## config.mk

```make
export PLATFORM = sky130hd
export DESIGN_NAME = ddwo_regs
export DESIGN_NICKNAME = d
export VERILOG_FILES = /design/src/ddwo_pkg.sv /design/src/ddwo_regs.sv
export SDC_FILE = /design/constraint.sdc
export NUM_CORES = 1
export LEC_CHECK = 0
export BUFFER_PORTS_ARGS = -buffer_cell sky130_fd_sc_hd__buf_2
export CORE_UTILIZATION = 45
export DETAILED_ROUTE_END_ITERATION = 8
export PLACE_DENSITY_LB_ADDON = 0.1
export SLEW_MARGIN = 20
export SYNTH_ARGS = -nofsm -noshare
export SYNTH_HDL_FRONTEND = slang
export SYNTH_SLANG_ARGS = --single-unit
```

## constraint.sdc

```tcl
create_clock -name clock -period 1.54 [get_ports clock]
set_input_delay 0.308 -clock clock [delete_from_list [all_inputs] [get_ports clock]]
set_output_delay 0.308 -clock clock [all_outputs]
set_load 0.05 [all_outputs]
```

## src/ddwo_pkg.sv

```systemverilog
`timescale 1ns / 1ps

package ddwo_pkg;

   localparam int CORDIC_STEPS = 16;
   localparam int ATAN_ENTRIES = 30;
   localparam int CORDIC_RUN   = (CORDIC_STEPS > ATAN_ENTRIES) ? ATAN_ENTRIES : CORDIC_STEPS;
   localparam int STEP_W       = (CORDIC_RUN > 1) ? $clog2(CORDIC_RUN) : 1;

   // cordic start value, Q1.30
   localparam logic signed [32:0] CORDIC_GAIN = 33'sd652032874;
   // 2^32 / (4*pi), Q24
   localparam logic [28:0] BAM_PER_RAD = 29'd341782638;

   localparam int ADDR_W = 4;

   typedef enum logic [1:0] {
      REG_MPT = 2'd0,
      REG_IWB = 2'd1,
      REG_SPS = 2'd2
   } reg_index_type;

   typedef enum logic [4:0] {
      OP_NONE,
      OP_LOAD,
      OP_MUL_SUM,
      OP_DC,
      OP_MUL_DIFF,
      OP_MD,
      OP_MUL_HI,
      OP_MUL_LO,
      OP_DQ,
      OP_MUL_BAM,
      OP_BAM,
      OP_CINIT_MID,
      OP_CINIT_HEAD,
      OP_CSTEP,
      OP_CEND,
      OP_MUL_THI,
      OP_MUL_TLO,
      OP_ACC,
      OP_MUL_SL,
      OP_SPD_L,
      OP_SPD_A,
      OP_PUBLISH
   } op_type;

   typedef struct packed {
      op_type              op;
      logic [STEP_W-1:0]   step;
      logic                use_sin;
   } cmd_type;

   typedef struct packed {
      logic first;
      logic out_free;
   } status_type;

   typedef struct packed {
      logic [31:0] mpt;
      logic [23:0] iwb;
      logic [9:0]  sps;
   } cfg_type;

   // arctan(2^-i) as binary angle, 2^32 = 2*pi
   function automatic logic [31:0] atan_bam(input logic [4:0] i);
      logic [31:0] r;
      case (i)
         5'd0:  r = 32'h20000000;
         5'd1:  r = 32'h12E4051E;
         5'd2:  r = 32'h09FB385B;
         5'd3:  r = 32'h051111D4;
         5'd4:  r = 32'h028B0D43;
         5'd5:  r = 32'h0145D7E1;
         5'd6:  r = 32'h00A2F61E;
         5'd7:  r = 32'h00517C55;
         5'd8:  r = 32'h0028BE53;
         5'd9:  r = 32'h00145F2F;
         5'd10: r = 32'h000A2F98;
         5'd11: r = 32'h000517CC;
         5'd12: r = 32'h00028BE6;
         5'd13: r = 32'h000145F3;
         5'd14: r = 32'h0000A2FA;
         5'd15: r = 32'h0000517D;
         5'd16: r = 32'h000028BE;
         5'd17: r = 32'h0000145F;
         5'd18: r = 32'h00000A30;
         5'd19: r = 32'h00000518;
         5'd20: r = 32'h0000028C;
         5'd21: r = 32'h00000146;
         5'd22: r = 32'h000000A3;
         5'd23: r = 32'h00000051;
         5'd24: r = 32'h00000029;
         5'd25: r = 32'h00000014;
         5'd26: r = 32'h0000000A;
         5'd27: r = 32'h00000005;
         5'd28: r = 32'h00000003;
         5'd29: r = 32'h00000001;
         default: r = 32'h0;
      endcase
      return r;
   endfunction

endpackage

```

## src/ddwo_regs.sv

```systemverilog
`timescale 1ns / 1ps

module ddwo_regs
   import ddwo_pkg::*;
(
   input  logic              clock,
   input  logic              reset,
   input  logic              csr_psel,
   input  logic              csr_penable,
   input  logic              csr_pwrite,
   input  logic [ADDR_W-1:0] csr_paddr,
   input  logic [31:0]       csr_pwdata,
   output logic [31:0]       csr_prdata,
   output logic              csr_pready,
   output cfg_type           cfg
);

   cfg_type       cfg_ff, cfg_in;
   reg_index_type idx;
   logic          wr;

   assign idx = reg_index_type'(csr_paddr[3:2]);
   assign wr  = csr_psel & csr_penable & csr_pwrite;

   always_comb begin
      cfg_in = cfg_ff;
      if (wr) begin
         case (idx)
            REG_MPT: cfg_in.mpt = csr_pwdata;
            REG_IWB: cfg_in.iwb = csr_pwdata[23:0];
            REG_SPS: cfg_in.sps = csr_pwdata[9:0];
            default: cfg_in = cfg_ff;
         endcase
      end
   end

   always_ff @(posedge clock) begin
      if (reset) begin
         cfg_ff.mpt <= 32'd0;
         cfg_ff.iwb <= 24'd65536;
         cfg_ff.sps <= 10'd10;
      end else begin
         cfg_ff <= cfg_in;
      end
   end

   always_comb begin
      case (idx)
         REG_MPT: csr_prdata = cfg_ff.mpt;
         REG_IWB: csr_prdata = {8'd0, cfg_ff.iwb};
         REG_SPS: csr_prdata = {22'd0, cfg_ff.sps};
         default: csr_prdata = 32'd0;
      endcase
   end

   assign csr_pready = 1'b1;
   assign cfg        = cfg_ff;

endmodule

```

==> run_results.csv <==
group,metric,value,unit
timing,setup_ws,0.0345,ns
worst_setup_path,critPathCaptureType,"primary output",
synth,yosysTopAreaCellShare,40.5,%
detailed_routing,wire_per_inst,13.5,µm
worst_setup_path,crit_fanout,10,
clocking,cts_hold_buffers,0,
final_layout,fin_util,65.9,%
clocking,cts_buffers,9,
timing,hold_viol_final,0,
detailed_routing,via_count,2809,
timing,slew_violations,0,
worst_setup_path,arrival,1.20,ns
synth,postSynthAreaPerCell,9.70,µm²
clocking,cts_tree,"built",
die,num_io_pins,140,
detailed_routing,drc,0,
clocking,clkTransAtPathRegs,0.06,ns
power_and_ir_drop,p_switching,935,µW
synth,yosysSeqAreaShare,40.5,%
clocking,h-tree-depth,3,
timing,skew,0,ns
die,num_rows,30,
synth,synthCells,336,
power_and_ir_drop,power.leakage,0.00225,µW
worst_setup_path,path_common_cell,"buf_4",
global_routing,groute.usage.overall,20.9,%
placed_design,gp_congestion,0.732,
global_routing,grt_pass1_vias,2678,
final_layout,area_growth,39.5,%
final_layout,final_layout_size_suffix_gt1_share,44.0,%
die,die_area,0.00759,mm²
worst_setup_path,crit_chain,"buf_4, buf_12, buf_4, nor2_2, buf_2",
detailed_routing,drt-vias-per-instance,4.86,
timing,fmax,664,MHz
global_routing,antenna_found_initial,0,
worst_setup_path,crit_path_max_incr_delay,0.26,ns
placed_design,preCtsSetupSlack,-0.0568,ns
timing,period_share,97.8,%
power_and_ir_drop,power_frac_seq,49.9,%
die,die_w,87.1,µm
clocking,clk_latency,0.33,ns
status,outcome,"complete, no violations",
global_routing,gr-total-overflow,0,
final_layout,largest_reg_flops,66,
run,maxCapViolCount,0,
clocking,cts_root_buf,"clkbuf_8",
clocking,cts_sinks,66,
synth,synth_area_leaders,"dfxtp_1, mux2i_1, nand2b_1",
global_routing,grt_pass1_wl,12.4,mm
synth,synth.distinct_cells,21,
worst_setup_path,cp_slowest_cell,"buf_2",
synth,yosysWarnings,0,
detailed_routing,antenna_left,0,
power_and_ir_drop,ir_drop,0.000512,V
detailed_routing,wl,7.80,mm
power_and_ir_drop,pwr-share-clk,35.3,%
synth,ys_ff_latch,66,
power_and_ir_drop,swShare,26.7,%
power_and_ir_drop,power.internal,2560,µW
timing,fin_crit,1.51,ns
min_path,hp-class,"input pin to flop",
die,initial_core_util,47.2,%
final_layout,final_nets,518,
detailed_routing,first_pass_iters,4,
timing,rsz0062_at_grt,"yes",
power_and_ir_drop,powerDensity,769,mW/mm²
timing,fin_hold_ws,0.226,ns
clocking,clk_path_buf_depth,2,
synth,syn_nets,377,
die,die_h,87.1,µm
detailed_routing,drt_first_iter_violations,77,
synth,synth_area,0.00326,mm²
timing,setup_violations,0,
worst_setup_path,critPathRequiredTime,1.23,ns
worst_setup_path,critical_path_class,"input pin to primary output",
synth,synth_area_leader_cell,"dfxtp_1",
placed_design,place_hpwl,5.47,mm
placed_design,io_buffers,136,
power_and_ir_drop,p_comb_share,14.7,%
global_routing,grt_max_degree,101,
final_layout,diodes,0,
die,coreArea,0.00691,mm²
worst_setup_path,worstSetupStartpointType,"input pin",
metal layers:
layer | global-route usage (%) | routed length [µm] | vias up
met5 | 0 | 0 | -
met4 | 5.66 | 95 | 0
met3 | 7.11 | 506 | 10
met2 | 36.8 | 3770 | 86
met1 | 24.3 | 3430 | 1312
li1 | - | - | 1401
path summary, 6_finish.rpt:
check	slack, ns	from	depth (start not counted)	endpoint
worst max-delay path	0.03	csr_paddr[3]	5	csr_prdata[19]
worst min-delay path	0.23	csr_pwdata[16]	2	cfg[26]
worst max register to register	0.71	cfg[26]	2	cfg[26]
worst min register to register	0.47	cfg[60]	2	cfg[60]
power groups by stage:
stage               registers (µW)  clock network [µW]  logic (µW)
CTS                           1750                1270         508
floorplan                     1860                   0         263
global route                  1750                1340         546
global placement              1780                   0         497
finish                        1750                1240         515
detailed placement            1780                   0         502
cell families (layout without fill, tap and decap cells):
| kind of cell | Yosys count | after routing | synth area share (%) |
|---|---|---|---|
| AOI/OAI and AO/OA | 21 | 21 | 3.42 |
| muxes | 80 | 80 | 24.6 |
| DFF | 66 | 66 | 40.5 |
| other | 1 | 1 | 0.115 |
| buffers and inverters | 29 | 175 | 5.53 |
| and+or+nand+nor | 139 | 139 | 25.8 |
cells in the mapped netlist:
cell type,number
a211o_1,1
a21boi_0,1
and2_1,9
and2_4,1
and3_1,1
buf_2,6
buf_4,3
buf_6,7
clkbuf_1,13
conb_1,1
dfxtp_1,66
mux2i_1,80
nand2_1,12
nand2b_1,86
nand3b_1,1
nand4b_1,9
nor2_1,18
nor2_8,1
nor2b_4,1
o21ai_0,10
o21ai_1,9
cell type report:
cell class	count	area, µm²
fill	615	2360
multi-input combinational	241	1910
sequential	66	1320
timing repair buffer	159	1030
clock buffer	13	149
tap	96	120
clock inverter	3	15.0
cells in the final DEF (no fill, tap or decap):
master,instances
clkinv_2,3
conb_1,1
and2_4,1
and2_2,8
clkbuf_8,10
mux2i_1,75
and2_1,1
a211o_1,1
nand3b_1,1
nor2b_4,1
clkbuf_1,3
dfxtp_1,66
o21ai_1,9
buf_4,19
and3_1,1
clkbuf_4,5
a21boi_0,1
buf_2,121
o21ai_2,3
nor2_2,14
mux2i_2,5
nand2b_1,86
buf_12,10
nor2_1,4
nor2_8,1
nand4b_1,9
nand2_1,12
o21ai_4,7
buf_6,4
what timing repair did:
action / in CTS / in global routing
gates cloned: 0 / 0
pin swaps: 0 / 1
endpoints found under the setup margin: 18 / 24
resized for setup: 11 / 18
setup buffers: 0 / 3
stage by stage:
stage          instance area (µm²)  cells  TNS [ns]  power, µW
5_1_grt                       4550    578   -0.0329       3630
4_1_cts                       4490    575  -0.00853       3530
2_1_floorplan                 3400    336     -1.34       2120
6_report                      4550    578         0       3500
3_5_place_dp                  4290    559    -0.357       2290
3_3_place_gp                  4290    559    -0.246       2280
worst max-delay path, delay by kind of cell:
family	cells	cell delay [ns]
buf+inv	4	0.76
simple gates	1	0.12
No activity file was read; power rests on OpenSTA's default activity.
