--- src/ddwo_pkg.sv ---
`timescale 1ns / 1ps

package ddwo_pkg;

   localparam int CORDIC_STEPS = 16;
   localparam int ATAN_ENTRIES = 30;
   localparam int CORDIC_RUN   = (CORDIC_STEPS > ATAN_ENTRIES) ? ATAN_ENTRIES : CORDIC_STEPS;
   localparam int STEP_W       = (CORDIC_RUN > 1) ? $clog2(CORDIC_RUN) : 1;

   // cordic start value, Q1.30
   localparam logic signed [32:0] CORDIC_GAIN = 33'sd652032874;
   // 2^32 / (4*pi), Q24
   localparam logic [28:0] BAM_PER_RAD = 29'd341782638;

   localparam int ADDR_W = 4;

   typedef enum logic [1:0] {
      REG_MPT = 2'd0,
      REG_IWB = 2'd1,
      REG_SPS = 2'd2
   } reg_index_type;

   typedef enum logic [4:0] {
      OP_NONE,
      OP_LOAD,
      OP_MUL_SUM,
      OP_DC,
      OP_MUL_DIFF,
      OP_MD,
      OP_MUL_HI,
      OP_MUL_LO,
      OP_DQ,
      OP_MUL_BAM,
      OP_BAM,
      OP_CINIT_MID,
      OP_CINIT_HEAD,
      OP_CSTEP,
      OP_CEND,
      OP_MUL_THI,
      OP_MUL_TLO,
      OP_ACC,
      OP_MUL_SL,
      OP_SPD_L,
      OP_SPD_A,
      OP_PUBLISH
   } op_type;

   typedef struct packed {
      op_type              op;
      logic [STEP_W-1:0]   step;
      logic                use_sin;
   } cmd_type;

   typedef struct packed {
      logic first;
      logic out_free;
   } status_type;

   typedef struct packed {
      logic [31:0] mpt;
      logic [23:0] iwb;
      logic [9:0]  sps;
   } cfg_type;

   // arctan(2^-i) as binary angle, 2^32 = 2*pi
   function automatic logic [31:0] atan_bam(input logic [4:0] i);
      logic [31:0] r;
      case (i)
         5'd0:  r = 32'h20000000;
         5'd1:  r = 32'h12E4051E;
         5'd2:  r = 32'h09FB385B;
         5'd3:  r = 32'h051111D4;
         5'd4:  r = 32'h028B0D43;
         5'd5:  r = 32'h0145D7E1;
         5'd6:  r = 32'h00A2F61E;
         5'd7:  r = 32'h00517C55;
         5'd8:  r = 32'h0028BE53;
         5'd9:  r = 32'h00145F2F;
         5'd10: r = 32'h000A2F98;
         5'd11: r = 32'h000517CC;
         5'd12: r = 32'h00028BE6;
         5'd13: r = 32'h000145F3;
         5'd14: r = 32'h0000A2FA;
         5'd15: r = 32'h0000517D;
         5'd16: r = 32'h000028BE;
         5'd17: r = 32'h0000145F;
         5'd18: r = 32'h00000A30;
         5'd19: r = 32'h00000518;
         5'd20: r = 32'h0000028C;
         5'd21: r = 32'h00000146;
         5'd22: r = 32'h000000A3;
         5'd23: r = 32'h00000051;
         5'd24: r = 32'h00000029;
         5'd25: r = 32'h00000014;
         5'd26: r = 32'h0000000A;
         5'd27: r = 32'h00000005;
         5'd28: r = 32'h00000003;
         5'd29: r = 32'h00000001;
         default: r = 32'h0;
      endcase
      return r;
   endfunction

endpackage

--- src/ddwo_ctrl.sv ---
`timescale 1ns / 1ps

module ddwo_ctrl
   import ddwo_pkg::*;
(
   input  logic       clock,
   input  logic       reset,
   input  logic       in_valid,
   output logic       in_ready,
   input  status_type status,
   output cmd_type    cmd
);

   typedef enum logic [4:0] {
      ST_IDLE,
      ST_MUL_SUM,
      ST_DC,
      ST_MUL_DIFF,
      ST_MD,
      ST_MUL_HI,
      ST_MUL_LO,
      ST_DQ,
      ST_MUL_BAM,
      ST_BAM,
      ST_CINIT_MID,
      ST_CSTEP_MID,
      ST_CEND_MID,
      ST_MUL_XHI,
      ST_MUL_XLO,
      ST_ACC_X,
      ST_MUL_YHI,
      ST_MUL_YLO,
      ST_ACC_Y,
      ST_CINIT_HEAD,
      ST_CSTEP_HEAD,
      ST_CEND_HEAD,
      ST_MUL_SL,
      ST_SPD_L,
      ST_SPD_A,
      ST_PUBLISH
   } state_type;

   state_type         state_ff, state_in;
   logic [STEP_W-1:0] step_ff, step_in;
   logic              last_step;

   assign last_step = (step_ff == STEP_W'(CORDIC_RUN - 1));
   assign in_ready  = (state_ff == ST_IDLE);

   always_comb begin
      state_in    = state_ff;
      step_in     = step_ff;
      cmd.op      = OP_NONE;
      cmd.step    = step_ff;
      cmd.use_sin = 1'b0;
      case (state_ff)
         ST_IDLE: begin
            if (in_valid) begin
               cmd.op   = OP_LOAD;
               // the first beat after reset only latches the counts
               state_in = status.first ? ST_IDLE : ST_MUL_SUM;
            end
         end
         ST_MUL_SUM: begin
            cmd.op = OP_MUL_SUM; state_in = ST_DC;
         end
         ST_DC: begin
            cmd.op = OP_DC; state_in = ST_MUL_DIFF;
         end
         ST_MUL_DIFF: begin
            cmd.op = OP_MUL_DIFF; state_in = ST_MD;
         end
         ST_MD: begin
            cmd.op = OP_MD; state_in = ST_MUL_HI;
         end
         ST_MUL_HI: begin
            cmd.op = OP_MUL_HI; state_in = ST_MUL_LO;
         end
         ST_MUL_LO: begin
            cmd.op = OP_MUL_LO; state_in = ST_DQ;
         end
         ST_DQ: begin
            cmd.op = OP_DQ; state_in = ST_MUL_BAM;
         end
         ST_MUL_BAM: begin
            cmd.op = OP_MUL_BAM; state_in = ST_BAM;
         end
         ST_BAM: begin
            cmd.op = OP_BAM; state_in = ST_CINIT_MID;
         end
         ST_CINIT_MID: begin
            cmd.op = OP_CINIT_MID; step_in = '0; state_in = ST_CSTEP_MID;
         end
         ST_CSTEP_MID: begin
            cmd.op = OP_CSTEP;
            if (last_step) begin
               step_in  = '0;
               state_in = ST_CEND_MID;
            end else begin
               step_in = step_ff + 1'b1;
            end
         end
         ST_CEND_MID: begin
            cmd.op = OP_CEND; state_in = ST_MUL_XHI;
         end
         ST_MUL_XHI: begin
            cmd.op = OP_MUL_THI; state_in = ST_MUL_XLO;
         end
         ST_MUL_XLO: begin
            cmd.op = OP_MUL_TLO; state_in = ST_ACC_X;
         end
         ST_ACC_X: begin
            cmd.op = OP_ACC; state_in = ST_MUL_YHI;
         end
         ST_MUL_YHI: begin
            cmd.op = OP_MUL_THI; cmd.use_sin = 1'b1; state_in = ST_MUL_YLO;
         end
         ST_MUL_YLO: begin
            cmd.op = OP_MUL_TLO; cmd.use_sin = 1'b1; state_in = ST_ACC_Y;
         end
         ST_ACC_Y: begin
            cmd.op = OP_ACC; cmd.use_sin = 1'b1; state_in = ST_CINIT_HEAD;
         end
         ST_CINIT_HEAD: begin
            cmd.op = OP_CINIT_HEAD; step_in = '0; state_in = ST_CSTEP_HEAD;
         end
         ST_CSTEP_HEAD: begin
            cmd.op = OP_CSTEP;
            if (last_step) begin
               step_in  = '0;
               state_in = ST_CEND_HEAD;
            end else begin
               step_in = step_ff + 1'b1;
            end
         end
         ST_CEND_HEAD: begin
            cmd.op = OP_CEND; state_in = ST_MUL_SL;
         end
         ST_MUL_SL: begin
            cmd.op = OP_MUL_SL; state_in = ST_SPD_L;
         end
         ST_SPD_L: begin
            cmd.op = OP_SPD_L; state_in = ST_SPD_A;
         end
         ST_SPD_A: begin
            cmd.op = OP_SPD_A; state_in = ST_PUBLISH;
         end
         ST_PUBLISH: begin
            if (status.out_free) begin
               cmd.op   = OP_PUBLISH;
               state_in = ST_IDLE;
            end
         end
         default: state_in = ST_IDLE;
      endcase
   end

   always_ff @(posedge clock) begin
      if (reset) begin
         state_ff <= ST_IDLE;
         step_ff  <= '0;
      end else begin
         state_ff <= state_in;
         step_ff  <= step_in;
      end
   end

endmodule

--- config.mk ---
export PLATFORM = sky130hd
export DESIGN_NAME = ddwo_ctrl
export DESIGN_NICKNAME = d
export VERILOG_FILES = /design/src/ddwo_pkg.sv /design/src/ddwo_ctrl.sv
export SDC_FILE = /design/constraint.sdc
export NUM_CORES = 1
export LEC_CHECK = 0
export ABC_AREA = 1
export BUFFER_PORTS_ARGS = -buffer_cell sky130_fd_sc_hd__buf_2
export CAP_MARGIN = 10
export CORE_MARGIN = 4
export CORE_UTILIZATION = 50
export DETAILED_ROUTE_END_ITERATION = 10
export PLACE_DENSITY = 0.77
export SLEW_MARGIN = 30
export SYNTH_ARGS = -nofsm -noshare
export SYNTH_HDL_FRONTEND = slang
export SYNTH_SLANG_ARGS = --single-unit
--- constraint.sdc ---
create_clock -name clock -period 1.7 [get_ports clock]
set_input_delay 0 -clock clock [delete_from_list [all_inputs] [get_ports clock]]
set_output_delay 0 -clock clock [all_outputs]
set_load 0.01 [all_outputs]
==> summary.md <==
| Metric | Value |
|---|---|
| Initial antenna violation count | `0` |
| Slew @ Worst Pin | `0.379 ns` |
| Critical Path Start Type | `register` |
| Static Leak | `0.585 nW` |
| Status | `finished, final reports clean` |
| Register area share after synthesis | `0.197` |
| Clock sinks | `9` |
| Internal power | `0.000618 W` |
| Post-synth EDFFs | `0` |
| # Post-CTS Setup Buffers | `0` |
| Netlist Area Pre-Place | `916 sq um` |
| P_sw | `0.000663 W` |
| Final Hold Slack | `0.246 ns` |
| Mean routed wirelength per cell | `13.3 microns` |
| Final hold violations | `0` |
| Syn avg cell area | `5.80 sq um` |
| Initial DRT Pass Iterations | `4` |
| RSZ-0062 raised after global routing | `true` |
| Violation count after the first detailed-routing iteration | `62` |
| Die width | `50.8 microns` |
| Post-synth cell types | `27` |
| Post-layout worst setup margin | `0.0963 ns` |
| Post-synthesis register bit count | `9` |
| Critical Path RT | `1.70 ns` |
| CTS Root Cell | `clkbuf_4` |
| Routed length on met1 | `1120 microns` |
| Worst setup path start | `state_ff[0]` |
| Full die area | `0.00258 sq mm` |
| Core ar. | `0.00173 sq mm` |
| Clock share of power | `0.131` |
| CTS tree | `done` |
| Area delta synth->final | `18.7%` |
| FMAX | `624 MHz` |
| Total Nets Final | `186` |
| Worst VDD drop | `0.000694 V` |
| Critical Setup Path Class | `register to output port` |
| Share of cells above drive strength 1 | `0.274` |
| Worst skew pair latency | `0.26 ns` |
| R2R depth | `8` |
| Syn Inst Count | `158` |
| Drt total wl | `2720 microns` |
| Worst slack at placement | `0.181 ns` |
| Net Count, Synth | `164` |
| Final Cell Area | `0.00109 sq mm` |
| First-pass GRT wire length | `4400 microns` |
| Top Layer Used | `met4` |
| Hold Crit Class | `input port to register` |
| Flop pwr share | `0.247` |
| IO Port Bufs | `15` |
| Met2 wire length | `1210 microns` |
| Vias in the first global route | `1005` |
| Critical path arrival | `1.60 ns` |
| Cell Rows | `15` |
| Fillers | `204` |
| Starting Density | `0.530` |
| Critical path capture point type | `output port` |
| GRT Residual Overflow | `0` |
| Post-DP HPWL | `2170 microns` |
| Clk_skew | `0.00598 ns` |
| Cell Area, Placed | `0.00103 sq mm` |
| Tot GR Track Use | `0.221` |
| CP max FO | `6` |
| Power Density | `1180 mW/mm^2` |
| Yosys top cell area share | `0.197` |
| Worst R2R End | `state_ff[0]` |
| Antenna fix cells | `0` |
| Non-Filler Instances | `204` |
| Yosys top cell by area | `dfxtp_1` |
| Final min period | `1.60 ns` |
| Post-synth ARST share | `0` |
| Slew headroom | `0.745` |
| CP Capture Point | `cmd[7]` |
| Largest net degree at the start of global routing | `11` |
| Routed Antenna Nets | `0` |
| Routability congestion estimate | `1.09` |
| Num CTS Buffers | `3` |
| Sw frac | `0.517` |
| Die height | `50.8 microns` |
| Metal3 WL | `309 microns` |
| Synth top cells by count | `nand2_1 (39), nor2_1 (25), nand3_1 (20)` |
| Via/cell ratio | `5.71` |
| Ys Warns | `0` |
| Worst-path clk slew | `0.06 ns` |
| H-tree Lvls | `1` |
| Fin. max-slew vios | `0` |
| Finish-stage setup viols | `0` |
| Ys flop type | `dfxtp_1` |
| Reg2reg setup slack | `0.25 ns` |
| I/O Pins | `16` |
| Via count | `1164` |
| DP Cell Count | `199` |
| Fin crit share | `0.943` |
| CTS max path bufs | `2` |
| DRC Markers | `0` |
| Most common cell in the netlist | `nand2_1` |
| Comb power frac | `0.623` |
| Top post-synthesis cells by area | `dfxtp_1 (20%), nand2_1 (16%), nand3_1 (11%)` |
| Reg-to-reg startpoint | `state_ff[3]` |
| Max cap viols | `0` |
[how the worst min path moves through the flow]
stage	slack [ns]	endpoint	from	depth (start not counted)
after floorplan	0.07	state_ff[0]	reset	1
after global placement	0.25	state_ff[0]	reset	2
after detailed placement	0.25	step_ff[3]	reset	2
after CTS	0.24	state_ff[4]	in_valid	6
after global routing	0.27	state_ff[0]	in_valid	6
final	0.25	state_ff[4]	in_valid	6
[state kept, by name, indices dropped and copies added (netlist names)]
name,flops
step_ff,4
state_ff,5
[worst max-delay path, cell delays in order (launching register included)]
cell and delay, ns:
dfxtp_2 0.40, inv_1 0.08, nor2_2 0.13, nand2_1 0.14, nor3b_2 0.23, a31oi_1 0.10, nand4_1 0.12, buf_2 0.14
[what timing repair did]
item | in CTS | in global routing
hold buffers | 1 | 0
gates resized for setup | 1 | 10
setup endpoints to repair | 2 | 5
endpoints found under the hold margin | 5 | 0
[layer usage]
metal,vias up,global-route usage
li1,567,-
met5,-,0
met1,505,0.307
met3,11,0.0504
met4,0,0.0897
met2,81,0.326
[cells in the final DEF (no fill, tap or decap)]
cell type	Yosys	final
nand3b_2	1	1
o21ai_1	1	2
nand4_1	4	4
a31oi_1	1	1
nor2_1	25	23
ha_1	1	1
clkbuf_1	0	1
nor2_2	5	6
clkbuf_4	0	3
nand3_2	1	1
nor3b_2	0	1
inv_1	12	11
nand3b_1	1	1
o211ai_1	1	1
dfxtp_2	0	4
o21ai_0	4	3
buf_2	1	15
nor3_2	1	1
nand2_4	2	2
o31ai_1	2	2
xnor2_1	1	1
nand3_1	20	20
nor3_1	5	5
dlygate4sd3_1	0	1
buf_4	0	3
nand2_1	39	38
nor2_4	2	3
dfxtp_1	9	5
inv_2	3	4
nand2_2	4	5
a21oi_1	10	10
[cells by family after synthesis]
family | synth area share
simple gates | 0.587
compound gates | 0.113
buf+inv | 0.0792
flops | 0.197
xor+xnor | 0.00956
fa+ha+maj | 0.0137
[cell type report]
cell class | count | area, sq um | area share
tap | 25 | 31.3 | 0.0288
sequential | 9 | 185 | 0.170
clock buffer | 4 | 26.3 | 0.0242
multi-input combinational | 132 | 681 | 0.626
inverter | 15 | 56.3 | 0.0518
timing repair buffer | 19 | 108 | 0.0990
[through the flow]
step / utilization / power, W / setup TNS, ns
after global routing: 0.630 / 0.00138 / -0.0486
after global placement: 0.596 / 0.00108 / 0
after detailed placement: 0.596 / 0.00107 / 0
after CTS: 0.620 / 0.00125 / 0
after floorplan: - / 0.000833 / 0
final: 0.630 / 0.00128 / 0
[power by group through the flow]
stage / Clock, W / Sequential [W] / Combinational [W]
3_5_place_dp: 0 / 0.000310 / 0.000763
2_1_floorplan: 0 / 0.000299 / 0.000535
5_1_grt: 0.000183 / 0.000323 / 0.000874
3_3_place_gp: 0 / 0.000308 / 0.000769
4_1_cts: 0.000172 / 0.000304 / 0.000769
6_report: 0.000167 / 0.000316 / 0.000798
(Power assumes the default switching activity.)
